--- config.mk ---
export PLATFORM = sky130hd
export DESIGN_NAME = software_timer_bank_core
export DESIGN_NICKNAME = d
export VERILOG_FILES = /design/src/design/swtb_pkg.sv /design/src/design/swtb_slot_store.sv /design/src/design/swtb_tick_unit.sv /design/src/design/software_timer_bank_core.sv
export SDC_FILE = /design/constraint.sdc
export NUM_CORES = 1
export LEC_CHECK = 0
export BUFFER_PORTS_ARGS = -buffer_cell sky130_fd_sc_hd__clkbuf_2
export CORE_MARGIN = 2
export CORE_UTILIZATION = 45
export DETAILED_ROUTE_END_ITERATION = 6
export SYNTH_ARGS = -nofsm -noshare
export SYNTH_HDL_FRONTEND = slang
export SYNTH_HIERARCHICAL = 1
export SYNTH_SLANG_ARGS = --single-unit
--- constraint.sdc ---
create_clock -name clk_i -period 23.1 [get_ports clk_i]
set_input_delay 4.62 -clock clk_i [delete_from_list [all_inputs] [get_ports clk_i]]
set_output_delay 4.62 -clock clk_i [all_outputs]
set_load 0.02 [all_outputs]
--- src/design/swtb_pkg.sv ---
// Shared constants and types for the software timer bank.
`timescale 1ns / 1ps

package swtb_pkg;

  localparam int SLOTS = 16;
  localparam int IDX_W = (SLOTS > 1) ? $clog2(SLOTS) : 1;

  localparam logic [2:0] CMD_TICK     = 3'd0;
  localparam logic [2:0] CMD_ALLOC    = 3'd1;
  localparam logic [2:0] CMD_RELEASE  = 3'd2;
  localparam logic [2:0] CMD_SET_ONE  = 3'd3;
  localparam logic [2:0] CMD_SET_INTV = 3'd4;
  localparam logic [2:0] CMD_CLEAR    = 3'd5;

  localparam logic [1:0] STAT_OK       = 2'd0;
  localparam logic [1:0] STAT_NO_SLOT  = 2'd1;
  localparam logic [1:0] STAT_REJECTED = 2'd2;

  typedef struct packed {
    logic        in_use;
    logic [31:0] count;
    logic [31:0] reload;
    logic        locked;
    logic        notify_on;
  } swtb_entry_t;

  typedef struct packed {
    logic             en;
    logic [IDX_W-1:0] addr;
    swtb_entry_t      data;
  } swtb_wr_t;

endpackage

--- src/design/swtb_slot_store.sv ---
// Slot state store: one read port and one whole-entry write port.
`timescale 1ns / 1ps

module swtb_slot_store import swtb_pkg::*; (
  input  logic             clk_i,
  input  logic             rst_ni,
  input  logic [IDX_W-1:0] rd_addr_i,
  output swtb_entry_t      rd_entry_o,
  input  swtb_wr_t         wr_i
);

  logic [SLOTS-1:0] in_use_q;
  logic [SLOTS-1:0] locked_q;
  logic [SLOTS-1:0] notify_q;
  logic [31:0]      count_q  [SLOTS];
  logic [31:0]      reload_q [SLOTS];

  // flags cleared at reset; count and reload are zeroed on every allocate
  always_ff @(posedge clk_i or negedge rst_ni) begin
    if (!rst_ni) begin
      in_use_q <= '0;
      locked_q <= '0;
      notify_q <= '0;
    end else if (wr_i.en) begin
      in_use_q[wr_i.addr] <= wr_i.data.in_use;
      locked_q[wr_i.addr] <= wr_i.data.locked;
      notify_q[wr_i.addr] <= wr_i.data.notify_on;
    end
  end

  always_ff @(posedge clk_i) begin
    if (wr_i.en) begin
      count_q[wr_i.addr]  <= wr_i.data.count;
      reload_q[wr_i.addr] <= wr_i.data.reload;
    end
  end

  always_comb begin
    rd_entry_o.in_use    = in_use_q[rd_addr_i];
    rd_entry_o.count     = count_q[rd_addr_i];
    rd_entry_o.reload    = reload_q[rd_addr_i];
    rd_entry_o.locked    = locked_q[rd_addr_i];
    rd_entry_o.notify_on = notify_q[rd_addr_i];
  end

endmodule

--- src/design/swtb_tick_unit.sv ---
// Shared decrement, zero-compare and reload unit for one slot per cycle.
`timescale 1ns / 1ps

module swtb_tick_unit import swtb_pkg::*; (
  input  swtb_entry_t entry_i,
  output logic [31:0] count_o,
  output logic        expired_o
);

  logic        running;
  logic [31:0] dec;

  always_comb begin
    running   = (entry_i.count != 32'd0);
    dec       = running ? (entry_i.count - 32'd1) : entry_i.count;
    expired_o = running && (dec == 32'd0) && entry_i.notify_on;
    if ((entry_i.reload != 32'd0) && (dec == 32'd0)) begin
      count_o = entry_i.reload;
    end else begin
      count_o = dec;
    end
  end

endmodule

--- src/design/software_timer_bank_core.sv ---
// Top level of the software timer bank: command sequencer and result register.
`timescale 1ns / 1ps

// Command-driven bank of SLOTS down-counting timer slots.
// Input channel: a command transfer takes place on a rising edge with start_i
// high and busy_o low; cmd_i, slot_i, duration_i and notify_i are captured then.
// Output channel: every command yields one result, shown on status_o,
// slot_out_o, remaining_o and expired_mask_o for a single cycle with done_o
// high. The receiver cannot stall; the result must be taken in that cycle.
// Timing: release, set and clear execute at once, with no walk; done_o follows in
// the next cycle. Allocate walks the slots from 0 and stops at the first free
// one. Tick walks all SLOTS slots through the shared tick unit, one slot per
// cycle. busy_o is high only while executing, so a new command can be
// transferred in the cycle in which done_o shows the previous result.
// Reset: all slots free, unlocked and without notify, no result pending.
// Count and reload need no reset as allocate zeroes them before any use.

module software_timer_bank_core import swtb_pkg::*; (
  input  logic        clk_i,
  input  logic        rst_ni,
  input  logic        start_i,
  output logic        busy_o,
  input  logic [2:0]  cmd_i,
  input  logic [3:0]  slot_i,
  input  logic [31:0] duration_i,
  input  logic        notify_i,
  output logic        done_o,
  output logic [1:0]  status_o,
  output logic [3:0]  slot_out_o,
  output logic [31:0] remaining_o,
  output logic [15:0] expired_mask_o
);

  localparam logic ST_IDLE = 1'b0;
  localparam logic ST_EXEC = 1'b1;

  logic state_q, state_d;
  logic [IDX_W-1:0] idx_q, idx_d;
  logic [2:0]  cmd_q;
  logic [3:0]  slot_q;
  logic [31:0] dur_q;
  logic        notify_q;
  logic [15:0] mask_acc_q, mask_acc_d;

  logic        done_q;
  logic [1:0]  status_q;
  logic [3:0]  slot_out_q;
  logic [31:0] rem_q;
  logic [15:0] mask_q;

  // next-result values computed in the execute cycle
  logic        finish;
  logic [1:0]  res_status;
  logic [3:0]  res_slot;
  logic [31:0] res_rem;

  logic [IDX_W-1:0] rd_addr;
  swtb_entry_t      rd_entry;
  swtb_wr_t         wr;
  logic [31:0]      tick_count;
  logic             tick_exp;
  logic             walk;
  logic             last;
  logic             slot_ok;
  logic             valid;
  logic             accept;

  assign accept  = start_i && (state_q == ST_IDLE);
  assign walk    = (cmd_q == CMD_TICK) || (cmd_q == CMD_ALLOC);
  assign rd_addr = walk ? idx_q : IDX_W'(slot_q);
  assign last    = (idx_q == IDX_W'(SLOTS - 1));
  assign slot_ok = (32'(slot_q) < 32'(SLOTS));
  assign valid   = slot_ok && rd_entry.in_use;

  swtb_slot_store u_store (
    .clk_i      (clk_i),
    .rst_ni     (rst_ni),
    .rd_addr_i  (rd_addr),
    .rd_entry_o (rd_entry),
    .wr_i       (wr)
  );

  swtb_tick_unit u_tick (
    .entry_i   (rd_entry),
    .count_o   (tick_count),
    .expired_o (tick_exp)
  );

  always_comb begin
    state_d    = state_q;
    idx_d      = idx_q;
    mask_acc_d = mask_acc_q;
    finish     = 1'b0;
    res_status = STAT_OK;
    res_slot   = slot_q;
    res_rem    = 32'd0;
    wr.en      = 1'b0;
    wr.addr    = rd_addr;
    wr.data    = rd_entry;

    if (accept) begin
      state_d    = ST_EXEC;
      idx_d      = '0;
      mask_acc_d = '0;
    end else if (state_q == ST_EXEC) begin
      case (cmd_q)
        CMD_TICK: begin
          if (rd_entry.in_use) begin
            wr.en         = 1'b1;
            wr.data.count = tick_count;
            if (tick_exp) begin
              mask_acc_d = mask_acc_q | (16'd1 << idx_q);
            end
          end
          idx_d  = idx_q + IDX_W'(1);
          finish = last;
        end
        CMD_ALLOC: begin
          if (!rd_entry.in_use) begin
            wr.en      = 1'b1;
            wr.data    = '0;
            wr.data.in_use = 1'b1;
            res_slot   = 4'(idx_q);
            finish     = 1'b1;
          end else begin
            idx_d = idx_q + IDX_W'(1);
            if (last) begin
              res_status = STAT_NO_SLOT;
              finish     = 1'b1;
            end
          end
        end
        CMD_RELEASE: begin
          finish = 1'b1;
          if (valid) begin
            wr.en          = 1'b1;
            wr.data.in_use = 1'b0;
          end else begin
            res_status = STAT_REJECTED;
          end
        end
        CMD_SET_ONE: begin
          finish = 1'b1;
          if (!valid || (dur_q == 32'd0)) begin
            res_status = STAT_REJECTED;
          end else if ((rd_entry.count == 32'd0) && !rd_entry.locked) begin
            wr.en             = 1'b1;
            wr.data.count     = dur_q;
            wr.data.locked    = 1'b1;
            wr.data.notify_on = notify_q;
            res_rem           = dur_q;
          end else begin
            // busy slot reports its count; idle locked slot is unlocked
            if (rd_entry.count == 32'd0) begin
              wr.en          = 1'b1;
              wr.data.locked = 1'b0;
            end
            res_rem = rd_entry.count;
          end
        end
        CMD_SET_INTV: begin
          finish = 1'b1;
          if (!valid || (dur_q == 32'd0) || !notify_q) begin
            res_status = STAT_REJECTED;
          end else begin
            wr.en             = 1'b1;
            wr.data.count     = dur_q;
            wr.data.reload    = dur_q;
            wr.data.notify_on = 1'b1;
          end
        end
        CMD_CLEAR: begin
          finish = 1'b1;
          if (valid) begin
            wr.en             = 1'b1;
            wr.data.count     = 32'd0;
            wr.data.reload    = 32'd0;
            wr.data.locked    = 1'b0;
            wr.data.notify_on = 1'b0;
          end else begin
            res_status = STAT_REJECTED;
          end
        end
        default: begin
          finish     = 1'b1;
          res_status = STAT_REJECTED;
        end
      endcase
      if (finish) begin
        state_d = ST_IDLE;
      end
    end
  end

  always_ff @(posedge clk_i or negedge rst_ni) begin
    if (!rst_ni) begin
      state_q <= ST_IDLE;
      done_q  <= 1'b0;
    end else begin
      state_q <= state_d;
      done_q  <= finish;
    end
  end

  // command capture, walk index and result payload
  always_ff @(posedge clk_i) begin
    idx_q      <= idx_d;
    mask_acc_q <= mask_acc_d;
    if (accept) begin
      cmd_q    <= cmd_i;
      slot_q   <= slot_i;
      dur_q    <= duration_i;
      notify_q <= notify_i;
    end
    if (finish) begin
      status_q   <= res_status;
      slot_out_q <= res_slot;
      rem_q      <= res_rem;
      mask_q     <= mask_acc_d;
    end
  end

  assign busy_o         = (state_q == ST_EXEC);
  assign done_o         = done_q;
  assign status_o       = status_q;
  assign slot_out_o     = slot_out_q;
  assign remaining_o    = rem_q;
  assign expired_mask_o = mask_q;

  // result is only strobed once the sequencer has returned to idle
  a_done_idle: assert property (@(posedge clk_i) disable iff (!rst_ni)
    done_o |-> !busy_o)
    else $error("result strobed while sequencer busy");

  a_start_busy: assert property (@(posedge clk_i) disable iff (!rst_ni)
    (start_i && !busy_o) |=> (busy_o || done_o))
    else $error("accepted command neither executing nor finished");

  a_mask_tick: assert property (@(posedge clk_i) disable iff (!rst_ni)
    (done_o && (expired_mask_o != 16'd0)) |-> (cmd_q == CMD_TICK))
    else $error("expiry mask on a command other than tick");

  a_status_code: assert property (@(posedge clk_i) disable iff (!rst_ni)
    done_o |-> ((status_o == STAT_OK) || (status_o == STAT_NO_SLOT) ||
                (status_o == STAT_REJECTED)))
    else $error("undefined status code");

endmodule
==> results of run 1 <==
-- sequential cells by signal, summed over array words and instances (netlist names), 2 cells and up --
register,flops
remaining_o,32
cmd_q,3
u_store/count_q,512
idx_q,4
expired_mask_o,16
status_o,2
dur_q,32
slot_out_o,4
u_store/notify_q,16
u_store/reload_q,512
slot_q,4
u_store/in_use_q,16
u_store/locked_q,16
mask_acc_q,16
-- kinds of logic after synthesis --
logic type                 after synthesis  synth area share (%)
AOI/OAI and AO/OA                      347                  5.83
xor gates and xnor gates                21                 0.380
adders and majority gates                9                 0.232
buffers and inverters                  194                  2.07
DFF                                   1188                  72.7
muxes                                  387                  15.1
and+or+nand+nor                        348                  3.71
-- per-stage QoR --
step	util (%)	power, mW	hold WS (ps)	std cells	worst slack (ps)
final	50.7	4.80	501	4124	12830
after global routing	50.7	4.95	515	4123	12070
after CTS	50.7	4.83	499	4122	12610
after detailed placement	47.2	2.99	484	3910	12600
after global placement	47.2	2.98	477	3910	12910
after floorplan	-	2.83	444	2494	13150
-- worst max-delay path, stage by stage, from the launching register on --
cell	delay, ps
edfxtp_1	620
nor2_1	740
mux2_8	830
buf_4	810
buf_4	740
mux4_2	590
a22oi_1	250
nand2_1	310
nor4_1	410
nand4_1	180
nor2_1	380
ha_2	260
buf_4	530
o211ai_1	190
a21oi_1	450
nand2_1	300
nor3_2	760
buf_4	470
buf_4	850
-- cell usage after synthesis (6+ instances only) --
library cell  instances
a211o_1              31
a21oi_1              20
a22o_1               33
a22oi_1             134
a31oi_1               6
and2_1                7
buf_1                18
buf_2                29
buf_4                14
buf_6                25
clkbuf_1             62
dfrtp_1              50
dfxtp_1              20
edfxtp_1           1118
ha_1                  9
inv_1                45
mux2_2               55
mux2i_1              64
mux4_2              268
nand2_1              99
nand2b_1              7
nand3_1              12
nand3b_1              7
nand4_1              16
nor2_1               92
nor2b_1               9
nor3_1               27
nor4_1               29
o21ai_0              14
o2bb2ai_1            33
o31ai_1              12
o31ai_2              18
or3_1                 6
xnor2_1              11
xor2_1               10
-- power groups by stage --
stage / clock [mW] / combinational, mW / sequential, mW
finish: 1.85 / 0.474 / 2.47
global route: 1.97 / 0.510 / 2.47
CTS: 1.89 / 0.472 / 2.47
detailed placement: 0 / 0.470 / 2.52
global placement: 0 / 0.459 / 2.52
floorplan: 0 / 0.319 / 2.51
-- layout make-up --
type,instances,area (sq um)
fill,8552,52700
timing repair buffer,162,971
inverter,46,188
tap,1403,1760
antenna,1,2.50
multi-input combinational,1112,12400
clock inverter,77,697
sequential,1188,35200
clock buffer,135,3020
-- metal layers --
layer	up-vias	GRT usage, %	share of wire (%)
met5	-	0	0.011
met4	2	7.89	3.1
met2	1249	37.8	48
met1	13800	33.0	40
li1	10600	-	-
met3	227	4.02	8.4
-- path summary, 6_finish.rpt --
kind                                            to  slack (ps)  depth (start not counted)
min reg2reg                   u_store/notify_q[11]         500                          1
max in group asynchronous     u_store/locked_q[10]       18560                          2
min in group asynchronous                   done_o        4030                          2
max                        u_store/reload_q[3][23]       12830                         18
max reg2reg                u_store/reload_q[3][23]       12830                         18
min                           u_store/notify_q[11]         500                          1
==> key figures, run 1 <==
Run status
  • Status: finished, final reports clean

GRT
  • GRT Total Usage: between 20% and 30%
  • Global-route wire length before repair: about 190,000 um
  • Initial antenna violation count: 3
  • Vias in the first global route: approximately 27,000
  • Largest net degree at the start of global routing: 93
  • GR Overflow Total: 0

Final layout
  • Final Cell Area: about 54,000 sq um
  • Most common cell after layout, fill and taps aside: edfxtp_1
  • Area Overhead vs Synth: 11.9%
  • Most frequent cells in the layout: edfxtp_1 (1,118), mux4_2 (268), a22oi_1 (134)
  • Nets: about 2,700
  • Layout cell share with drive strength beyond 1: between 20% and 30%

Pwr
  • Combinational Power Share: under 10%
  • PwrDens: slightly below 90 nW/um^2
  • Pleak: around 18 nW
  • Switching share of power: 23.7%
  • Seq pwr share: between 50 and 60%
  • Net Sw Power: around 1.1 mW
  • Internal power: roughly 3.7 mW
  • Clock share of power: 38.6%
  • Peak supply drop: just over 0.07 mV

Yosys
  • Area fraction of the dominant cell type after synthesis: between 60% and 70%
  • Synth Flop Type: edfxtp_1
  • Largest cells by area after synthesis: edfxtp_1 (69%), mux4_2 (12%), dfrtp_1 (2.6%), a22oi_1 (2.1%), mux2i_1 (1.3%)
  • Top cell type by total area after synthesis: edfxtp_1
  • Syn_area_per_cell: 19.4 sq um
  • Synth Cell Area: 48,400 sq um
  • Yosys synthesis warning count: 6
  • Number of flops mapped to enable cells by yosys: about 1,100
  • Post-synthesis net count: 2,546
  • Synthesis-stage register bit count: about 1,200
  • Cells after Synth: ~2,500
  • Synth unique cells: just over 80
  • Seq/Total Area, Yosys: roughly 73%
  • Ys async rst share: roughly 4.2%

STA
  • Final max-slew violation count: 0
  • Fmax: about 0.1 GHz
  • Post-route minimum period: slightly above 10,000 ps
  • Setup-failing EPs final: 0
  • Worst slew pin tran: about 1400 ps
  • RSZ-0062 raised after global routing: no
  • Relative slew slack: 8.39%
  • Tcrit/Tclk final: between 40% and 50%
  • Clock Skew: between 30 and 40 ps
  • Fin Setup TNS: 0 ps
  • Fin. Hold Viols: 0

Route
  • Drt wl/cell: approximately 32 um
  • Residual DRC count: 0
  • Via-to-Cell Ratio: about 6.3
  • Antenna viol nets, final: 0
  • Drt pass-1 iters: 6
  • Vias: between 20,000 and 30,000
  • Drt total wl: roughly 130,000 um
  • Initial DRC Count: roughly 3,200

Clocking
  • Post-CTS Resized: 0
  • Cts hold-fix bufs: 0
  • CTS Buf Count: around 120
  • CTS root buffer: clkbuf_16
  • Clock Path Buffers: 3
  • CTS tree: yes
  • Clock transition at path regs: about 60 ps
  • Clk Latency, worst-skew pair: 710 ps
  • Postcts setup bufs: 0
  • Clk sinks: roughly 1,200
  • H-tree depth: 3

Worst setup path
  • Setup CP Type: reg2reg
  • Reg2reg start: cmd_q[2]
  • Critical Path Source: cmd_q[2]
  • Critical Path RT: between 20,000 and 25,000 ps
  • Arrival @ worst endpoint: 10,570 ps
  • Crit-path max FO: between 70 and 80
  • CP endpoint kind: flip-flop
  • Startpoint Class: flip-flop

Floorplanning
  • Rows: 120
  • Num ports: 99
  • Core area: roughly 110,000 sq um
  • Initial core utilization: between 40% and 50%
  • Die Ht: approximately 330 um
  • Die Wd: between 300 and 400 um
  • Die area: 110,000 sq um

Worst hold path
  • Min-delay worst type: reg2reg
  • HP Start: u_store/notify_q[11]

Placement
  • Routability congestion estimate: ~0.91
  • Detail Placement HPWL: 73,600 um
  • Placed inst area: 50,500 sq um
  • PortBufs: slightly below 100

Job
  • Max cap viols: 0
Note: power is estimated with default switching activity, not from simulation.
==> run 2: changes to the inputs <==
Settings changed: ABC_AREA from default to 1.
Clock period 23.1 ns to 10.05 ns, I/O delays scaled along.
==> run 2 against run 1 <==
Against the previous run:
- synthesized area grew 14%
- register-to-register slack worse by 11000 ps
- largest power group unchanged
- sequential share of layout area fell by 7.4 points
- first-iteration DRC count rose by 47%
- critical path depth increased by 14
- cell area increased by 13%
==> key figures, run 2 <==
Clocking
  • Clk sinks: 1,188
  • CTS tree: yes
  • Clk Latency, worst-skew pair: roughly 790 ps
  • Clock Path Buffers: 3
  • Cts hold-fix bufs: 0
  • Post-CTS Resized: 0
  • CTS root buffer: clkbuf_16
  • Clock transition at path regs: roughly 60 ps
  • CTS Buf Count: roughly 130
  • Postcts setup bufs: 0
  • H-tree depth: 4

Worst setup path
  • Critical Path Max Stage Delay: 730 ps
  • Slowest CP cell: nor2_4
  • Arrival @ worst endpoint: a little under 9000 ps
  • CP most frequent cell: nand2_1
  • Critical Path RT: 10,570 ps
  • Reg2reg start: cmd_q[2]
  • R2R depth: 32
  • Critical Path Source: cmd_q[2]
  • Startpoint Class: flip-flop
  • CP endpoint kind: flip-flop
  • Critical R2R Capture: u_store/count_q[13][31]
  • Crit-path max FO: 148
  • Reg-to-reg slack, setup: roughly 1800 ps
  • Setup CP Type: reg2reg

Yosys
  • Synthesis-stage register bit count: ~1,200
  • Simple-Gate Fraction of Synth Area: a little under a quarter
  • Seq/Total Area, Yosys: a little under two thirds
  • Post-synthesis adder-cell area fraction: less than 1%
  • Largest family of logic cells by synthesized area: simple AND/OR/NAND/NOR gates
  • Synth cell count leaders: nand2_1 (1,928), edfxtp_1 (1,118), inv_1 (1,024), nand3_1 (835), nor2_1 (167)
  • Compound-Gate Fraction of Synth Area: 2.39%
  • Ys async rst share: ~4.2%
  • Post-synthesis xor/xnor area fraction: less than 1%
  • Number of flops mapped to enable cells by yosys: 1,118
  • Syn_area_per_cell: around 9.5 sq um
  • Cells after Synth: approximately 6,000
  • Yosys synthesis warning count: 6
  • Synth unique cells: 35
  • Post-synthesis mux area share: less than 1%
  • Top cell type by total area after synthesis: edfxtp_1
  • Count leader, synth: nand2_1
  • Largest cells by area after synthesis: edfxtp_1 (61%), nand2_1 (13%), nand3_1 (7.6%), inv_1 (7.0%), dfrtp_1 (2.3%)
  • Area fraction of the dominant cell type after synthesis: 60.8%
  • Synth Cell Area: about 55,000 sq um
  • Post-synthesis net count: between 5,000 and 6,000
  • Synth Flop Type: edfxtp_1

Floorplanning
  • Num ports: a little under 100
  • Die Ht: about 350 um
  • Die area: between 100,000 and 150,000 sq um
  • Initial core utilization: 45.3%
  • Core area: between 100,000 and 150,000 sq um
  • Rows: between 100 and 150
  • Die Wd: ~350 um

Pwr
  • Pleak: 26.4 nW
  • Net Sw Power: ~4 mW
  • PwrDens: ~210 nW/um^2
  • Total power draw: around 13 mW
  • Seq pwr share: about 46%
  • Switching share of power: 30.0%
  • Internal power: roughly 9.1 mW
  • Combinational Power Share: 18.0%
  • Clock share of power: 36.1%
  • Peak supply drop: about 0.17 mV

Final layout
  • Fill count: ~11,000
  • Largest registers: u_store/count_q: 512 flops, u_store/reload_q: 512 flops
  • Most frequent cells in the layout: nand2_1 (1,926), edfxtp_1 (1,118), inv_1 (1,011)
  • Nets: approximately 5,900
  • Area Overhead vs Synth: 10.8%
  • Fin util: between 50% and 60%
  • Layout cell share with drive strength beyond 1: 7.02%
  • Most common cell after layout, fill and taps aside: nand2_1
  • Final std cells w/o fill: around 7,600

Route
  • Drt wl/cell: between 20 and 25 um
  • Via-to-Cell Ratio: about 5.3
  • Vias: 40,200
  • Initial DRC Count: approximately 4,700
  • Drt pass-1 iters: 5
  • Antenna viol nets, final: 0
  • Residual DRC count: 0
  • Drt total wl: between 150,000 and 200,000 um

GRT
  • GRT Total Usage: 25.8%
  • Vias in the first global route: approximately 38,000
  • Initial antenna violation count: 2
  • Global-route wire length before repair: roughly 240,000 um
  • Largest net degree at the start of global routing: 225
  • GR Overflow Total: 0

STA
  • Setup-failing EPs final: 0
  • Clock Skew: ~36 ps
  • Relative slew slack: 5.80%
  • Fmax: roughly 0.12 GHz
  • Worst slew pin tran: 1400 ps
  • RSZ-0062 raised after global routing: no
  • Tcrit/Tclk final: between 80 and 90%
  • Fin Setup TNS: 0 ps
  • Post-route minimum period: just over 8000 ps
  • Fin. Hold Viols: 0
  • Final max-slew violation count: 0
  • WHS: approximately 460 ps

Placement
  • Routability congestion estimate: ~0.94
  • Detail Placement HPWL: between 80,000 and 90,000 um
  • Placed instance count: approximately 7,300
  • PortBufs: between 90 and 100

Worst hold path
  • Min-delay worst type: reg2reg
  • Hold path cells: 2
  • Worst Hold Path EP: mask_acc_q[7]
  • HP Start: mask_acc_q[7]

Job
  • Max cap viols: 0

Run status
  • Status: finished, final reports clean
-- run 2: cell families after synthesis --
kind of cell / count (synthesis)
AOI/OAI and AO/OA: 231
xor gates and xnor gates: 9
adders and majority gates: 9
buffers and inverters: 1320
DFF: 1188
muxes: 1
and+or+nand+nor: 3078
-- run 2: power groups by stage --
stage / clock [mW] / combinational (mW) / sequential (mW)
6_report: 4.68 / 2.34 / 5.93
5_1_grt: 4.94 / 2.55 / 5.94
4_1_cts: 4.75 / 2.30 / 5.93
3_5_place_dp: 0 / 2.30 / 6.03
3_3_place_gp: 0 / 2.28 / 6.03
2_1_floorplan: 0 / 1.49 / 6.03
-- run 2: area by class of cell --
class / count / area, sq um / share of cell area [%]
antenna: 1 / 2.50 / 0.00409
clock buffer: 174 / 3510 / 5.74
clock inverter: 58 / 608 / 0.995
inverter: 1031 / 3920 / 6.42
multi-input combinational: 3328 / 14700 / 24.0
sequential: 1188 / 35200 / 57.6
tap: 1625 / 2030 / 3.33
timing repair buffer: 163 / 1140 / 1.87
-- run 2: through the flow --
| stage | setup slack (ps) | instance area, sq um |
|---|---|---|
| floorplan | 894 | 55200 |
| global placement | 2060 | 57000 |
| detailed placement | 1980 | 57000 |
| CTS | 1920 | 61100 |
| global route | 1180 | 61100 |
| finish | 1830 | 61100 |
-- run 2: metal layers --
| metal | vias to the layer above | global-route usage, % | routed length, um |
|---|---|---|---|
| li1 | 18900 | - | - |
| met1 | 19300 | 36.2 | 69500 |
| met2 | 1798 | 40.7 | 75000 |
| met3 | 290 | 4.86 | 14300 |
| met4 | 2 | 8.46 | 4830 |
| met5 | - | 0 | 13 |
-- run 2: worst max-delay path: cells and delay by family (launching register included) --
kind	cells	cell delay [ps]
buf+inv	4	1220
compound gates	3	1030
flops	1	470
fa+ha+maj	1	250
simple gates	24	4610
-- run 2: how the worst max path moves through the flow --
stage | slack (ps) | to | cells past startpoint
after floorplan | 890 | u_store/in_use_q[2] | 26
after global placement | 2060 | u_store/count_q[6][31] | 31
after detailed placement | 1980 | u_store/count_q[6][31] | 30
after CTS | 1920 | u_store/count_q[11][31] | 30
after global routing | 1180 | u_store/count_q[11][31] | 31
final | 1830 | u_store/count_q[13][31] | 32
